$ cat src/rtl/vang_pkg.sv
// Types, widths and tables shared by the vector angle block.
package vang_pkg;

    localparam int COORD_WIDTH  = 16;
    localparam int CORDIC_STEPS = 16;
    localparam int ATAN_ENTRIES = 24;
    localparam int NUM_ITER     = (CORDIC_STEPS < ATAN_ENTRIES) ? CORDIC_STEPS : ATAN_ENTRIES;

    localparam int PROD_WIDTH  = 2 * COORD_WIDTH;
    localparam int SUM_WIDTH   = PROD_WIDTH + 1;
    localparam int MAG_WIDTH   = PROD_WIDTH;
    localparam int CORDIC_IN_WIDTH = 32;
    localparam int NORM_WIDTH  = (MAG_WIDTH > CORDIC_IN_WIDTH) ? MAG_WIDTH : CORDIC_IN_WIDTH;
    localparam int NORM_STAGES = $clog2(NORM_WIDTH);

    localparam int XY_WIDTH      = CORDIC_IN_WIDTH + 3;
    localparam int ANG_ACC_WIDTH = 33;
    localparam int ANGLE_WIDTH   = 16;

    localparam int ACC_QUARTER   = 2 ** 30;
    localparam int ROUND_BIAS    = 2 ** 15;
    localparam int ROUND_SHIFT   = 16;
    localparam int ANGLE_QUARTER = 16384;
    localparam int ANGLE_HALF    = 32768;

    localparam int QUEUE_DEPTH = 4;

    // Load stage, normalize stages, CORDIC load stage, CORDIC iterations.
    localparam int BACK_STAGES = NORM_STAGES + NUM_ITER + 2;

    // atan(2^-i) in units of pi / 2^31.
    localparam logic [31:0] ATAN_UNITS [ATAN_ENTRIES] = '{
        32'h20000000, 32'h12E4051E, 32'h09FB385B, 32'h051111D4,
        32'h028B0D43, 32'h0145D7E1, 32'h00A2F61E, 32'h00517C55,
        32'h0028BE53, 32'h00145F2F, 32'h000A2F98, 32'h000517CC,
        32'h00028BE6, 32'h000145F3, 32'h0000A2FA, 32'h0000517D,
        32'h000028BE, 32'h0000145F, 32'h00000A30, 32'h00000518,
        32'h0000028C, 32'h00000146, 32'h000000A3, 32'h00000051
    };

    typedef struct packed {
        logic signed [COORD_WIDTH-1:0] first_x;
        logic signed [COORD_WIDTH-1:0] first_y;
        logic signed [COORD_WIDTH-1:0] second_x;
        logic signed [COORD_WIDTH-1:0] second_y;
    } vang_pair_t;

    typedef struct packed {
        logic [ANGLE_WIDTH-1:0] angle;
        logic                   degenerate;
    } vang_result_t;

    // One classified item waiting for the back end.
    typedef struct packed {
        logic [MAG_WIDTH-1:0] dot_mag;
        logic [MAG_WIDTH-1:0] cross_mag;
        logic                 dot_neg;
        logic                 degenerate;
    } vang_job_t;

    // Flags that ride along the back-end pipeline.
    typedef struct packed {
        logic dot_neg;
        logic degenerate;
        logic null_vec;
    } vang_meta_t;

endpackage

$ cat src/rtl/vang_front.sv
// Front end: accept a vector pair, form products, classify into a job.
module vang_front (
    input  logic               clk,
    input  logic               rst_n,
    input  logic               pair_valid,
    output logic               pair_ready,
    input  vang_pkg::vang_pair_t pair,
    output logic               job_valid,
    input  logic               job_ready,
    output vang_pkg::vang_job_t  job
);
    import vang_pkg::*;

    logic                         valid_reg;
    logic                         degen_reg;
    logic signed [PROD_WIDTH-1:0] p_xx_reg;
    logic signed [PROD_WIDTH-1:0] p_yy_reg;
    logic signed [PROD_WIDTH-1:0] p_xy_reg;
    logic signed [PROD_WIDTH-1:0] p_yx_reg;

    logic signed [SUM_WIDTH-1:0] dot_sum;
    logic signed [SUM_WIDTH-1:0] cross_sum;
    logic signed [SUM_WIDTH-1:0] dot_negated;
    logic signed [SUM_WIDTH-1:0] cross_negated;
    logic                        load;

    assign pair_ready = !valid_reg || job_ready;
    assign load       = pair_valid && pair_ready;

    always_ff @(posedge clk or negedge rst_n)
    begin
        if (!rst_n)
        begin
            valid_reg <= 1'b0;
        end
        else if (pair_ready)
        begin
            valid_reg <= pair_valid;
        end
    end

    always_ff @(posedge clk)
    begin
        if (load)
        begin
            p_xx_reg  <= pair.first_x * pair.second_x;
            p_yy_reg  <= pair.first_y * pair.second_y;
            p_xy_reg  <= pair.first_x * pair.second_y;
            p_yx_reg  <= pair.first_y * pair.second_x;
            degen_reg <= (pair.first_x == '0 && pair.first_y == '0) ||
                         (pair.second_x == '0 && pair.second_y == '0);
        end
    end

    always_comb
    begin
        dot_sum   = {p_xx_reg[PROD_WIDTH-1], p_xx_reg} + {p_yy_reg[PROD_WIDTH-1], p_yy_reg};
        cross_sum = {p_xy_reg[PROD_WIDTH-1], p_xy_reg} - {p_yx_reg[PROD_WIDTH-1], p_yx_reg};
        dot_negated   = -dot_sum;
        cross_negated = -cross_sum;

        job.dot_mag    = dot_sum[SUM_WIDTH-1] ? dot_negated[MAG_WIDTH-1:0]
                                              : dot_sum[MAG_WIDTH-1:0];
        job.cross_mag  = cross_sum[SUM_WIDTH-1] ? cross_negated[MAG_WIDTH-1:0]
                                                : cross_sum[MAG_WIDTH-1:0];
        job.dot_neg    = dot_sum[SUM_WIDTH-1];
        job.degenerate = degen_reg;
    end

    assign job_valid = valid_reg;

endmodule

$ cat config.mk
export PLATFORM = sky130hd
export DESIGN_NAME = vang_front
export DESIGN_NICKNAME = d
export VERILOG_FILES = /design/src/rtl/vang_pkg.sv /design/src/rtl/vang_front.sv
export SDC_FILE = /design/constraint.sdc
export NUM_CORES = 2
export LEC_CHECK = 0
export BUFFER_PORTS_ARGS = -buffer_cell sky130_fd_sc_hd__buf_2
export CAP_MARGIN = 40
export CELL_PAD_IN_SITES_DETAIL_PLACEMENT = 0
export CELL_PAD_IN_SITES_GLOBAL_PLACEMENT = 1
export CORE_ASPECT_RATIO = 1.2
export CORE_MARGIN = 2
export CORE_UTILIZATION = 33
export DETAILED_ROUTE_END_ITERATION = 10
export PLACE_DENSITY = 0.65
export SLEW_MARGIN = 25
export SYNTH_ARGS = -nofsm -noshare
export SYNTH_HDL_FRONTEND = slang
export SYNTH_SLANG_ARGS = --single-unit
$ cat constraint.sdc
create_clock -name clk -period 3.6 [get_ports clk]
set_input_delay 0.36 -clock clk [delete_from_list [all_inputs] [get_ports clk]]
set_output_delay 0.36 -clock clk [all_outputs]
set_load 0.05 [all_outputs]
==> impl_metrics.ini <==
[synth]
synthDistinctLibCells = 88
synthMuxAreaShare = 0.000651
synth_edf_count = 129
synth.avg_cell_area_um2 = 9.24
async_flop_share = 0.00769
synth-seq-area-share = 0.0811
synth_top_area_share = 0.437
ys_ff_latch = 130
synth_simple_gate_area_frac = 0.151
synth_top_family_by_area = adder cells
syn-num-nets = 6713
synth-compound-area-share = 0.0675
synthesis.area_um2 = 48100
synth_ff_type = edfxtp_1
synthCells = 5201
synthAdderAreaFrac = 0.540
synthTopCellsByArea = fa_1 44%, ha_1 10%, inv_1 9.6%
synth_xor_area_frac = 0.0466
yosysTopAreaCell = fa_1
yosys_warnings = 0

[detailed_routing]
routed-via-count = 37800
ant_nets = 0
drcViolationCount = 0
first_iter_violations = 1730
drt-total-wl_mm = 140
wl_per_cell_um = 17.0
viasPerCell = 4.61
first_pass_iters = 7

[sta]
finalCritPeriodShare = 1.58
min_period_ns = 5.71
fin_ws_ns = -2.11
rsz0062_at_grt = true
worst_pin_slew_ns = 0.820
setup_tns_ns = -211.77
skew_ns = 0.0153
timing.fmax_ghz = 0.175
finalHoldViolCount = 0
max_slew_margin = 0.448
setup_viol = 164
maxSlewViolCount = 0

[setup_path]
cp-start-kind = primary input
critPathKind = primary input to register
critPathRequiredTime_ns = 3.89
crit_path_start = pair[20]
endpoint = p_yx_reg[30]$_DFFE_PP_
end_kind = register
worstRegToRegCells = 3
worstPathMaxFanout = 5
cp.arrival_ns = 5.99
timing.rr.end = p_yx_reg[3]$_DFFE_PP_
reg2reg_slack_ns = 1.84
rr_startpoint = job_valid$_DFFE_PN0N_

[clock_network]
root_buffer = clkbuf_16
cts_tree = done
cts_buffer_depth = 2
clock-sinks = 130
clkSlewWorstSetupHoldPaths_ns = 0.07
numCtsBuffers = 17
clock_latency_ns = 0.53
htreeDepth = 4

[placement]
pre_cts_slack_ns = -2.95
globalplace.congestion = 0.869
io_buffers = 135
dp_hpwl_mm = 116

[finish]
nets = 7755
final_layout_size_suffix_gt1_frac = 0.312
syn2layout_area_growth_pct = 39.1
fillers = 13800

[global_route]
grt_pass1_wl_mm = 228
grtUsageTotal = 0.197
antenna_found_initial = 5
overflow = 0
grt_pass1_vias = 41500
grt_max_degree = 48

[floorplanning]
start_util = 0.332
pin_count = 136
die_w_um = 352
die_y_um = 422
die-area_um2 = 149000
core_region_area_um2 = 145000
rows = 153

[worst_hold_path]
min_path_type = primary input to async pin

[status]
violations = setup timing
status = finished, violations left

[run]
drv_cap = 0
[metrics by stage]
stage	utilization	area [um^2]	cells	hold slack [ns]
2_1_floorplan	-	51900	5201	0.0644
3_3_place_gp	0.422	61100	7998	0.135
3_5_place_dp	0.422	61100	7998	0.138
4_1_cts	0.455	65800	8165	0.0841
5_1_grt	0.462	66900	8194	0.118
6_report	0.462	66900	8195	0.152
[worst max-delay path, stage by stage]
cell,delay [ns]
buf_12,0.12
buf_6,0.12
and2_4,0.13
fa_1,0.52
inv_1,0.05
fa_2,0.53
fa_1,0.44
fa_1,0.55
inv_1,0.05
fa_1,0.45
fa_1,0.53
ha_4,0.21
a21o_1,0.15
a21o_1,0.17
a21oi_4,0.17
o21ai_2,0.11
a221oi_2,0.25
buf_4,0.18
o31ai_4,0.07
o41ai_2,0.29
buf_4,0.17
o2111ai_2,0.11
a21oi_2,0.16
xnor2_1,0.08
[layer usage]
| layer | part of all wire | global-route usage | up-vias |
|---|---|---|---|
| met5 | 0.00019 | 0 | - |
| met4 | 0.028 | 0.0553 | 4 |
| met3 | 0.043 | 0.0277 | 104 |
| met2 | 0.49 | 0.333 | 578 |
| met1 | 0.44 | 0.264 | 19300 |
| li1 | - | - | 17800 |
[cell usage after synthesis, types with 6 or more instances]
master and number:
a21boi_0 7, a21o_1 71, a31oi_1 18, a211oi_1 15, nand3_1 41, nand4_1 10, xor2_1 65, nand2_1 545
o211ai_1 8, nor3b_1 6, o31ai_1 6, inv_1 1225, nand2b_1 38, or3_1 9, and3_1 19, a21oi_1 154
nor2_1 163, xnor2_1 188, edfxtp_1 129, o21ai_0 78, nor2b_1 17, o21a_1 21, clkbuf_1 206, nor4_1 20
or2_2 8, nor3_1 31, a31o_2 8, fa_1 1050, o21bai_1 31, ha_1 394, and2_1 504
[timing repair]
action | in CTS | in global routing
gates resized for setup | 679 | 206
hold buffers | 2 | 0
pin swaps | 313 | 162
endpoints found under the hold margin | 2 | 0
setup endpoints to repair | 166 | 166
setup buffers | 142 | 36
gates cloned | 15 | 3
[layout make-up]
type	count	area (um^2)	share of cell area
clock buffers	18	429	0.00642
multi-input cells	3632	43500	0.650
inverters	1226	4620	0.0690
diodes	2	5.00	0.0000749
clock inverters	14	121	0.00182
repair buffers	1236	11900	0.178
well taps	1937	2420	0.0363
flip-flops and latches	130	3900	0.0583
[cell usage in the layout (no fill, tap or decap), types with 29 or more instances in the layout]
cell type / n
a21o_1: 70
a21oi_1: 73
a21oi_2: 46
a21oi_4: 35
and2_1: 433
and2_4: 71
buf_12: 94
buf_4: 879
buf_6: 195
buf_8: 29
edfxtp_1: 129
fa_1: 999
fa_2: 51
ha_1: 326
ha_4: 52
inv_1: 1159
inv_2: 63
nand2_1: 508
nand2b_1: 35
nand3_1: 30
nor2_1: 123
o21ai_0: 32
xnor2_1: 119
xnor2_4: 42
xor2_1: 33
[worst min-delay path by stage]
stage,depth (start not counted),to,slack [ns],start
floorplan,0,job_valid$_DFFE_PN0N_,0.06,rst_n
global placement,1,job_valid$_DFFE_PN0N_,0.14,rst_n
detailed placement,1,job_valid$_DFFE_PN0N_,0.14,rst_n
CTS,2,job_valid$_DFFE_PN0N_,0.08,rst_n
global route,2,job_valid$_DFFE_PN0N_,0.12,rst_n
finish,2,job_valid$_DFFE_PN0N_,0.15,rst_n
[cells by family (layout without fill, tap and decap cells)]
kind of cell	Yosys count	count (layout)
compound gates	486	486
flops	130	130
buf+inv	1439	2494
other cells	0	2
mux	3	3
simple gates	1445	1445
xor+xnor	254	254
fa+ha+maj	1444	1444
Power is not shown: default switching activity piles up to over one toggle a cycle in this logic, so the estimate is an artifact.
