`src/rtl/vang_pkg.sv`:
```
// Types, widths and tables shared by the vector angle block.
package vang_pkg;

    localparam int COORD_WIDTH  = 16;
    localparam int CORDIC_STEPS = 16;
    localparam int ATAN_ENTRIES = 24;
    localparam int NUM_ITER     = (CORDIC_STEPS < ATAN_ENTRIES) ? CORDIC_STEPS : ATAN_ENTRIES;

    localparam int PROD_WIDTH  = 2 * COORD_WIDTH;
    localparam int SUM_WIDTH   = PROD_WIDTH + 1;
    localparam int MAG_WIDTH   = PROD_WIDTH;
    localparam int CORDIC_IN_WIDTH = 32;
    localparam int NORM_WIDTH  = (MAG_WIDTH > CORDIC_IN_WIDTH) ? MAG_WIDTH : CORDIC_IN_WIDTH;
    localparam int NORM_STAGES = $clog2(NORM_WIDTH);

    localparam int XY_WIDTH      = CORDIC_IN_WIDTH + 3;
    localparam int ANG_ACC_WIDTH = 33;
    localparam int ANGLE_WIDTH   = 16;

    localparam int ACC_QUARTER   = 2 ** 30;
    localparam int ROUND_BIAS    = 2 ** 15;
    localparam int ROUND_SHIFT   = 16;
    localparam int ANGLE_QUARTER = 16384;
    localparam int ANGLE_HALF    = 32768;

    localparam int QUEUE_DEPTH = 4;

    // Load stage, normalize stages, CORDIC load stage, CORDIC iterations.
    localparam int BACK_STAGES = NORM_STAGES + NUM_ITER + 2;

    // atan(2^-i) in units of pi / 2^31.
    localparam logic [31:0] ATAN_UNITS [ATAN_ENTRIES] = '{
        32'h20000000, 32'h12E4051E, 32'h09FB385B, 32'h051111D4,
        32'h028B0D43, 32'h0145D7E1, 32'h00A2F61E, 32'h00517C55,
        32'h0028BE53, 32'h00145F2F, 32'h000A2F98, 32'h000517CC,
        32'h00028BE6, 32'h000145F3, 32'h0000A2FA, 32'h0000517D,
        32'h000028BE, 32'h0000145F, 32'h00000A30, 32'h00000518,
        32'h0000028C, 32'h00000146, 32'h000000A3, 32'h00000051
    };

    typedef struct packed {
        logic signed [COORD_WIDTH-1:0] first_x;
        logic signed [COORD_WIDTH-1:0] first_y;
        logic signed [COORD_WIDTH-1:0] second_x;
        logic signed [COORD_WIDTH-1:0] second_y;
    } vang_pair_t;

    typedef struct packed {
        logic [ANGLE_WIDTH-1:0] angle;
        logic                   degenerate;
    } vang_result_t;

    // One classified item waiting for the back end.
    typedef struct packed {
        logic [MAG_WIDTH-1:0] dot_mag;
        logic [MAG_WIDTH-1:0] cross_mag;
        logic                 dot_neg;
        logic                 degenerate;
    } vang_job_t;

    // Flags that ride along the back-end pipeline.
    typedef struct packed {
        logic dot_neg;
        logic degenerate;
        logic null_vec;
    } vang_meta_t;

endpackage

```
`src/rtl/vang_queue.sv`:
```
// Short job queue between the front end and the back end.
module vang_queue (
    input  logic                clk,
    input  logic                rst_n,
    input  logic                push_valid,
    output logic                push_ready,
    input  vang_pkg::vang_job_t push_data,
    output logic                pop_valid,
    input  logic                pop_ready,
    output vang_pkg::vang_job_t pop_data
);
    import vang_pkg::*;

    localparam int PTR_W = (QUEUE_DEPTH > 1) ? $clog2(QUEUE_DEPTH) : 1;
    localparam int CNT_W = $clog2(QUEUE_DEPTH + 1);

    vang_job_t        entry_reg [QUEUE_DEPTH];
    logic [PTR_W-1:0] wr_ptr_reg;
    logic [PTR_W-1:0] rd_ptr_reg;
    logic [CNT_W-1:0] count_reg;
    logic [PTR_W-1:0] wr_ptr_next;
    logic [PTR_W-1:0] rd_ptr_next;
    logic [CNT_W-1:0] count_next;
    logic             push;
    logic             pop;

    assign push_ready = (count_reg != CNT_W'(QUEUE_DEPTH));
    assign pop_valid  = (count_reg != '0);
    assign push       = push_valid && push_ready;
    assign pop        = pop_valid && pop_ready;
    assign pop_data   = entry_reg[rd_ptr_reg];

    always_comb
    begin
        wr_ptr_next = wr_ptr_reg;
        rd_ptr_next = rd_ptr_reg;
        count_next  = count_reg;
        if (push)
        begin
            wr_ptr_next = (wr_ptr_reg == PTR_W'(QUEUE_DEPTH - 1)) ? '0 : wr_ptr_reg + 1'b1;
        end
        if (pop)
        begin
            rd_ptr_next = (rd_ptr_reg == PTR_W'(QUEUE_DEPTH - 1)) ? '0 : rd_ptr_reg + 1'b1;
        end
        if (push && !pop)
        begin
            count_next = count_reg + 1'b1;
        end
        else if (pop && !push)
        begin
            count_next = count_reg - 1'b1;
        end
    end

    always_ff @(posedge clk or negedge rst_n)
    begin
        if (!rst_n)
        begin
            wr_ptr_reg <= '0;
            rd_ptr_reg <= '0;
            count_reg  <= '0;
        end
        else
        begin
            wr_ptr_reg <= wr_ptr_next;
            rd_ptr_reg <= rd_ptr_next;
            count_reg  <= count_next;
        end
    end

    always_ff @(posedge clk)
    begin
        if (push)
        begin
            entry_reg[wr_ptr_reg] <= push_data;
        end
    end

endmodule

```
`config.mk`:
```
export PLATFORM = sky130hd
export DESIGN_NAME = vang_queue
export DESIGN_NICKNAME = d
export VERILOG_FILES = /design/src/rtl/vang_pkg.sv /design/src/rtl/vang_queue.sv
export SDC_FILE = /design/constraint.sdc
export NUM_CORES = 1
export LEC_CHECK = 0
export BUFFER_PORTS_ARGS = -buffer_cell sky130_fd_sc_hd__buf_2
export CORE_AREA = 2 2 145 147
export CTS_CLUSTER_DIAMETER = 30
export DETAILED_ROUTE_END_ITERATION = 10
export DIE_AREA = 0 0 147 149
export HOLD_SLACK_MARGIN = 0.15
export PLACE_DENSITY = 0.84
export SYNTH_ARGS = -nofsm -noshare
export SYNTH_HDL_FRONTEND = slang
export SYNTH_SLANG_ARGS = --single-unit
```
`constraint.sdc`:
```
create_clock -name clk -period 1.95 [get_ports clk]
set_clock_uncertainty 0.1 [all_clocks]
set_input_delay 0.195 -clock clk [delete_from_list [all_inputs] [get_ports clk]]
set_output_delay 0.195 -clock clk [all_outputs]
set_load 0.005 [all_outputs]
```
==> results of run 1 <==
[through the flow]
stage / setup WS [ps] / setup TNS (ps) / std cells / instance area [sq um]
6_report: -301.0 / -17650 / 974 / 13850
5_1_grt: -352.0 / -21400 / 973 / 13840
4_1_cts: -311.8 / -17830 / 965 / 13670
3_5_place_dp: -128.1 / -217.6 / 801 / 11250
3_3_place_gp: -66.30 / -100.6 / 801 / 11250
2_1_floorplan: -116.7 / -25130 / 381 / 9970
[cells in the mapped netlist, drive strengths merged]
master	n
xor2	2
nor2	3
and2	1
or3b	1
dfrtp	7
inv	3
xnor2	1
and3	4
nand2	1
buf	15
mux2	5
edfxtp	264
fa	1
mux4	66
or3	1
ha	6
[worst max-delay path by stage]
stage                              end  slack (ps)  depth (start not counted)
after CTS                 pop_data[40]        -310                          4
after floorplan           count_reg[1]        -120                          6
after global placement    count_reg[2]         -70                          8
final                      pop_data[0]        -300                          4
after global routing       pop_data[0]        -350                          4
after detailed placement  count_reg[2]        -130                          8
[metal layers]
metal | vias up | part of all wire | track usage
met3 | 33 | 0.049 | 0.04128
met5 | - | 0 | 0
met4 | 0 | 0.016 | 0.05625
met2 | 162 | 0.54 | 0.3305
li1 | 2230 | - | -
met1 | 2664 | 0.39 | 0.2292
[cells in the final DEF (no fill, tap or decap), types with 4 or more instances in the layout]
cell type,count
edfxtp_1,264
clkinvlp_4,11
buf_4,17
ha_1,5
buf_2,133
clkinv_4,4
buf_6,6
clkbuf_1,4
mux4_2,66
clkbuf_16,53
dlygate4sd3_1,70
clkinv_1,6
and3_4,4
buf_12,13
bufinv_16,5
dfrtp_1,5
[critical path, delay by kind of cell (launching register included)]
family / cells / cell delay (ps)
muxes: 1 / 530
DFF: 1 / 480
buffers and inverters: 3 / 440
[repair_timing]
action,4_1_cts,5_1_grt
endpoints found under the setup margin,68,69
gates cloned,3,5
hold buffers,70,0
buffers inserted,6,5
resized for setup,7,13
hold endpoints to repair,282,0
pin swaps,7,2
[layout make-up]
class | instances | area [sq um]
diodes | 1 | 2.502
clock buffers | 53 | 1241
clock inverters | 32 | 331.6
fillers | 1318 | 6711
inverters | 3 | 11.26
multi-input cells | 92 | 1785
flip-flops and latches | 271 | 8110
well taps | 275 | 344.1
repair buffers | 247 | 2019
[power groups by stage]
stage / clock network [mW] / registers (mW) / logic (mW)
floorplan: 0 / 8.02 / 3.17
global placement: 0 / 8.09 / 5.23
detailed placement: 0 / 8.20 / 5.36
CTS: 8.06 / 8.12 / 5.87
global route: 8.37 / 8.20 / 6.66
finish: 7.94 / 8.11 / 6.21
[kinds of logic after synthesis]
| group | after synthesis | synth area share |
|---|---|---|
| buffers and inverters | 18 | 0.01044 |
| xor gates and xnor gates | 3 | 0.002641 |
| DFF | 271 | 0.8143 |
| adders and majority gates | 7 | 0.009556 |
| and+or+nand+nor | 11 | 0.007293 |
| muxes | 71 | 0.1558 |
==> impl_metrics.tcl, run 1 <==
set metrics [dict create \
    crit_path_max_fanout 8 \
    yosysSeqAreaShare 0.8143 \
    first_global_vias 5617 \
    cap_violations 0 \
    syn_area_per_cell_sq_um 26.12 \
    synth.top_cell.area_share 0.7967 \
    clkSinkCount 271 \
    crit_start "rd_ptr_reg[0]" \
    die_area_sq_mm 0.02190 \
    globalplace.congestion 0.7685 \
    die_h_microns 149 \
    ys_top_cells_by_area "edfxtp_1, mux4_2, dfrtp_1, ha_1, buf_2" \
    final_nets 741 \
    clockPowerShare 0.357 \
    internal_power_mw 16.41 \
    p_leak_nw 4.929 \
    end_kind "primary output" \
    reg2reg_depth 6 \
    start_util 0.4841 \
    max_slew.worst_pin.slew_ps 374.1 \
    synthesis.area_sq_mm 0.009951 \
    rsz0062_at_grt "true" \
    die_w_microns 147 \
    cp.required_ps 1650 \
    cts-root-buf "clkbuf_16" \
    grtUsageTotal 0.1852 \
    hold_start "push_data[39]" \
    synth_cells 381 \
    core_sq_mm 0.02056 \
    worstPathCellList "buf_4 > buf_12 > mux4_2 > buf_2" \
    pin_count 138 \
    grt_max_degree 49 \
    start_kind "register" \
    yosysTopAreaCell "edfxtp_1" \
    r2r_start "count_reg[1]" \
    vias_per_cell 5.225 \
    drt_wl_total_microns 20660 \
    drtIter0Drc 268 \
    fin_crit_ps 2251 \
    slew_headroom 0.7498 \
    p_per_area_mw_per_mm2 1607 \
    p_sw_frac 0.2627 \
    r2r_slack_ps -120 \
    hold_path_class "primary input to register" \
    final-setup-viol-count 68 \
    cp_slowest_cell "mux4_2" \
    ys_ff_latch 271 \
    antenna_found_initial 0 \
    critical_path.max_stage_delay_ps 530 \
    holdPathEnd "entry_reg[3][39]" \
    cts.reportedPaths.clkPinSlew_ps 50 \
    max_freq_mhz 444.2 \
    critPathKind "register to primary output" \
    cts.htree.levels 2 \
    rr_endpoint "count_reg[1]" \
    holdPathStages 2 \
    clock_latency_ps 510 \
    fin_ws_ps -301.0 \
    wl_per_cell_microns 21.21 \
    cp.arrival_ps 1960 \
    drv_slew 0 \
    peakVddDrop_v 0.0008278 \
    hold_slack_ps 324.5 \
    gr-total-overflow 0 \
    numPortBuffers 137 \
    hpwlAfterDp_microns 11320 \
    hold_viol 0 \
    cts_buffers 49 \
    power_switching_mw 5.846 \
    syn2layout_area_growth_pct 39.14 \
    seq_power_share 0.364 \
    violations "setup timing" \
    final_util 0.6735 \
    dr.pass1.iters 4 \
    rows 53 \
    vias 5089 \
    drc_errors 0 \
    cts_tree "done" \
    cts_max_path_buffers 3 \
    ys_warn_count 0 \
    p_comb_frac 0.279 \
    grt_pass1_wl_microns 30730 \
    largest_register_ffs 264 \
    drtAntennaViolNets 0 \
    drive_above_1_share 0.4814 \
    p_total_mw 22.26 \
    outcome "finished with violations" \
    synthDistinctLibCells 20 \
    synth_nets 458 \
    fin_crit_sh 1.154 \
]
(Power assumes the default switching activity.)
==> run 2: changes to the inputs <==
ABC_AREA = 1   (was not set)
ABC_CLOCK_PERIOD_IN_PS = 1950   (was not set)
CORE_AREA = 2 2 152 154   (was 2 2 145 147)
DIE_AREA = 0 0 154 156   (was 0 0 147 149)
==> run 2 against run 1 <==
The run still ends with setup timing left. Routed wire length is 28% higher. Clock power is 21% higher. Via count is 44% higher. Critical path depth is 1 higher. Maximum frequency is 5.1% higher. Global-route usage is 1.1 points higher. Non-clock buffer count is 2 higher. Worst setup slack better by 110 ps. Combinational power is 26% higher.
==> impl_metrics.tcl, run 2 <==
set metrics [dict create \
    drc_errors 0 \
    vias 7352 \
    worstPathCellList "buf_12 > clkbuf_16 > o211ai_1 > nand2_1 > buf_2" \
    grt_pass1_wl_microns 36650 \
    internal_power_mw 17.56 \
    max_slew.worst_pin.slew_ps 321.2 \
    rows 55 \
    first_global_vias 7349 \
    synthesis.area_sq_mm 0.01104 \
    max_freq_mhz 467.0 \
    cts_buffers 51 \
    fin_ws_ps -191.2 \
    ys_top_cells_by_count "edfxtp_1, nand2_1, inv_1, o211ai_1, buf_6" \
    ys_ff_latch 271 \
    seq_power_share 0.314 \
    largest_register_ffs 264 \
    violations "setup timing" \
    clockPowerShare 0.378 \
    crit_path_max_fanout 15 \
    cts.htree.levels 2 \
    fin_crit_ps 2141 \
    end_kind "primary output" \
    ys_top_cells_by_area "edfxtp_1, o211ai_1, nand2_1, inv_1, buf_6" \
    p_comb_frac 0.308 \
    cap_violations 0 \
    synth_cells 830 \
    p_per_area_mw_per_mm2 1680 \
    hold_viol 0 \
    cp.required_ps 1650 \
    drt_wl_total_microns 26440 \
    syn2layout_area_growth_pct 37.22 \
    slew_headroom 0.7851 \
    grtUsageTotal 0.1959 \
    core_sq_mm 0.02237 \
    dr.pass1.iters 5 \
    synth_nets 907 \
    hold_path_class "primary input to register" \
    synth_async_sr_flop_share 0.02583 \
    clkSinkCount 271 \
    numPortBuffers 137 \
    vias_per_cell 5.199 \
    critical_path.max_stage_delay_ps 510 \
    most-common-layout-cells "edfxtp_1, nand2_1, inv_1" \
    p_sw_frac 0.3100 \
    yosysSeqAreaShare 0.7338 \
    cts_max_path_buffers 3 \
    drv_slew 0 \
    drtAntennaViolNets 0 \
    synth.top_cell.area_share 0.7180 \
    synth_ff_type "edfxtp_1" \
    cts_tree "done" \
    yosysMostFrequentCell "edfxtp_1" \
    pre_cts_ws_ps 49.83 \
    hpwlAfterDp_microns 12740 \
    drive_above_1_share 0.2553 \
    ys_warn_count 0 \
    grt_max_degree 92 \
    final_nets 1164 \
    start_util 0.4937 \
    rsz0062_at_grt "true" \
    cp_slowest_cell "dfrtp_4" \
    syn_area_per_cell_sq_um 13.30 \
    synthDistinctLibCells 18 \
    mostFrequentLayoutCell "edfxtp_1" \
    cts.reportedPaths.clkPinSlew_ps 60 \
    pin_count 138 \
    drtIter0Drc 486 \
    yosysTopAreaCell "edfxtp_1" \
    p_leak_nw 6.142 \
    antenna_found_initial 1 \
    fin_crit_sh 1.098 \
    cts-root-buf "clkbuf_16" \
    peakVddDrop_v 0.0008367 \
    start_kind "register" \
    final_util 0.6775 \
    die_h_microns 156 \
    globalplace.congestion 0.7692 \
    critPathKind "register to primary output" \
    power_switching_mw 7.889 \
    cp.arrival_ps 1850 \
    gr-total-overflow 0 \
    final-setup-viol-count 66 \
    wl_per_cell_microns 18.70 \
    clock_latency_ps 540 \
    outcome "finished with violations" \
    die_area_sq_mm 0.02402 \
    die_w_microns 154 \
    synth_edf_count 264 \
]
==> run 2: final cells by class <==
class                           count  area (sq um)
Antenna cell                        1         2.502
Clock inverter                     36         564.3
Tap cell                          285         356.6
Sequential cell                   271          8108
Timing Repair Buffer              249          2180
Clock buffer                       58          1345
Inverter                          146         550.5
Multi-Input combinational cell    368          2046
Fill cell                        1405          7213
==> run 2: stage by stage <==
step	power, mW	instances	TNS, ps	area (sq um)	hold slack (ps)
final	25.45	1414	-8865	15150	303.3
after global routing	26.61	1413	-12970	15150	295.1
after CTS	24.24	1392	-8598	14700	268.6
after detailed placement	14.39	1227	0	12060	-58.47
after global placement	14.14	1227	0	12060	-58.86
after floorplan	12.22	830	-63330	11080	-200.6
==> run 2: cells by family after synthesis <==
| group | share of synthesized area |
|---|---|
| buffers and inverters | 0.08748 |
| xor gates and xnor gates | 0.0007933 |
| DFF | 0.7338 |
| AOI/OAI and AO/OA | 0.09110 |
| adders and majority gates | 0.008612 |
| and+or+nand+nor | 0.07819 |
==> run 2: repair_timing <==
action	in CTS	in global routing
gates resized for setup	5	26
hold endpoints to repair	276	0
hold buffers	70	0
cloned	0	17
setup endpoints to repair	66	68
pin swaps	11	60
setup buffers	1	5
==> run 2: power groups by stage <==
| stage | clock, mW | sequential (mW) | combinational (mW) |
|---|---|---|---|
| floorplan | 0 | 7.99 | 4.23 |
| global placement | 0 | 8.03 | 6.12 |
| detailed placement | 0 | 8.09 | 6.31 |
| CTS | 9.70 | 7.99 | 6.55 |
| global route | 10.0 | 8.07 | 8.51 |
| finish | 9.62 | 7.99 | 7.84 |
==> run 2: worst max-delay path: cells and delay by family (launching register included) <==
kind	cells	cell delay, ps
buffers and inverters	3	490
flip-flops	1	510
AND/OR/NAND/NOR	1	80
AO/OA/AOI/OAI	1	220
==> run 2: path summary, 6_finish.rpt <==
check                              startpoint          endpoint  slack (ps)  cells past startpoint
min in group asynchronous               rst_n      count_reg[2]         540                      3
max in group asynchronous               rst_n     rd_ptr_reg[0]         940                      3
worst max register to register   count_reg[1]      count_reg[1]          50                      9
worst max-delay path            rd_ptr_reg[0]      pop_data[24]        -190                      5
worst min register to register  wr_ptr_reg[1]     wr_ptr_reg[1]         440                      2
worst min-delay path            push_data[57]  entry_reg[0][57]         300                      2
==> run 2: routing by layer <==
metal	up-vias	wire length (microns)	global-route usage	share of wire
li1	3422	-	-	-
met1	3588	9826	0.2197	0.37
met2	282	14130	0.3592	0.53
met3	60	1762	0.04917	0.067
met4	0	727	0.07655	0.027
met5	-	0	0	0
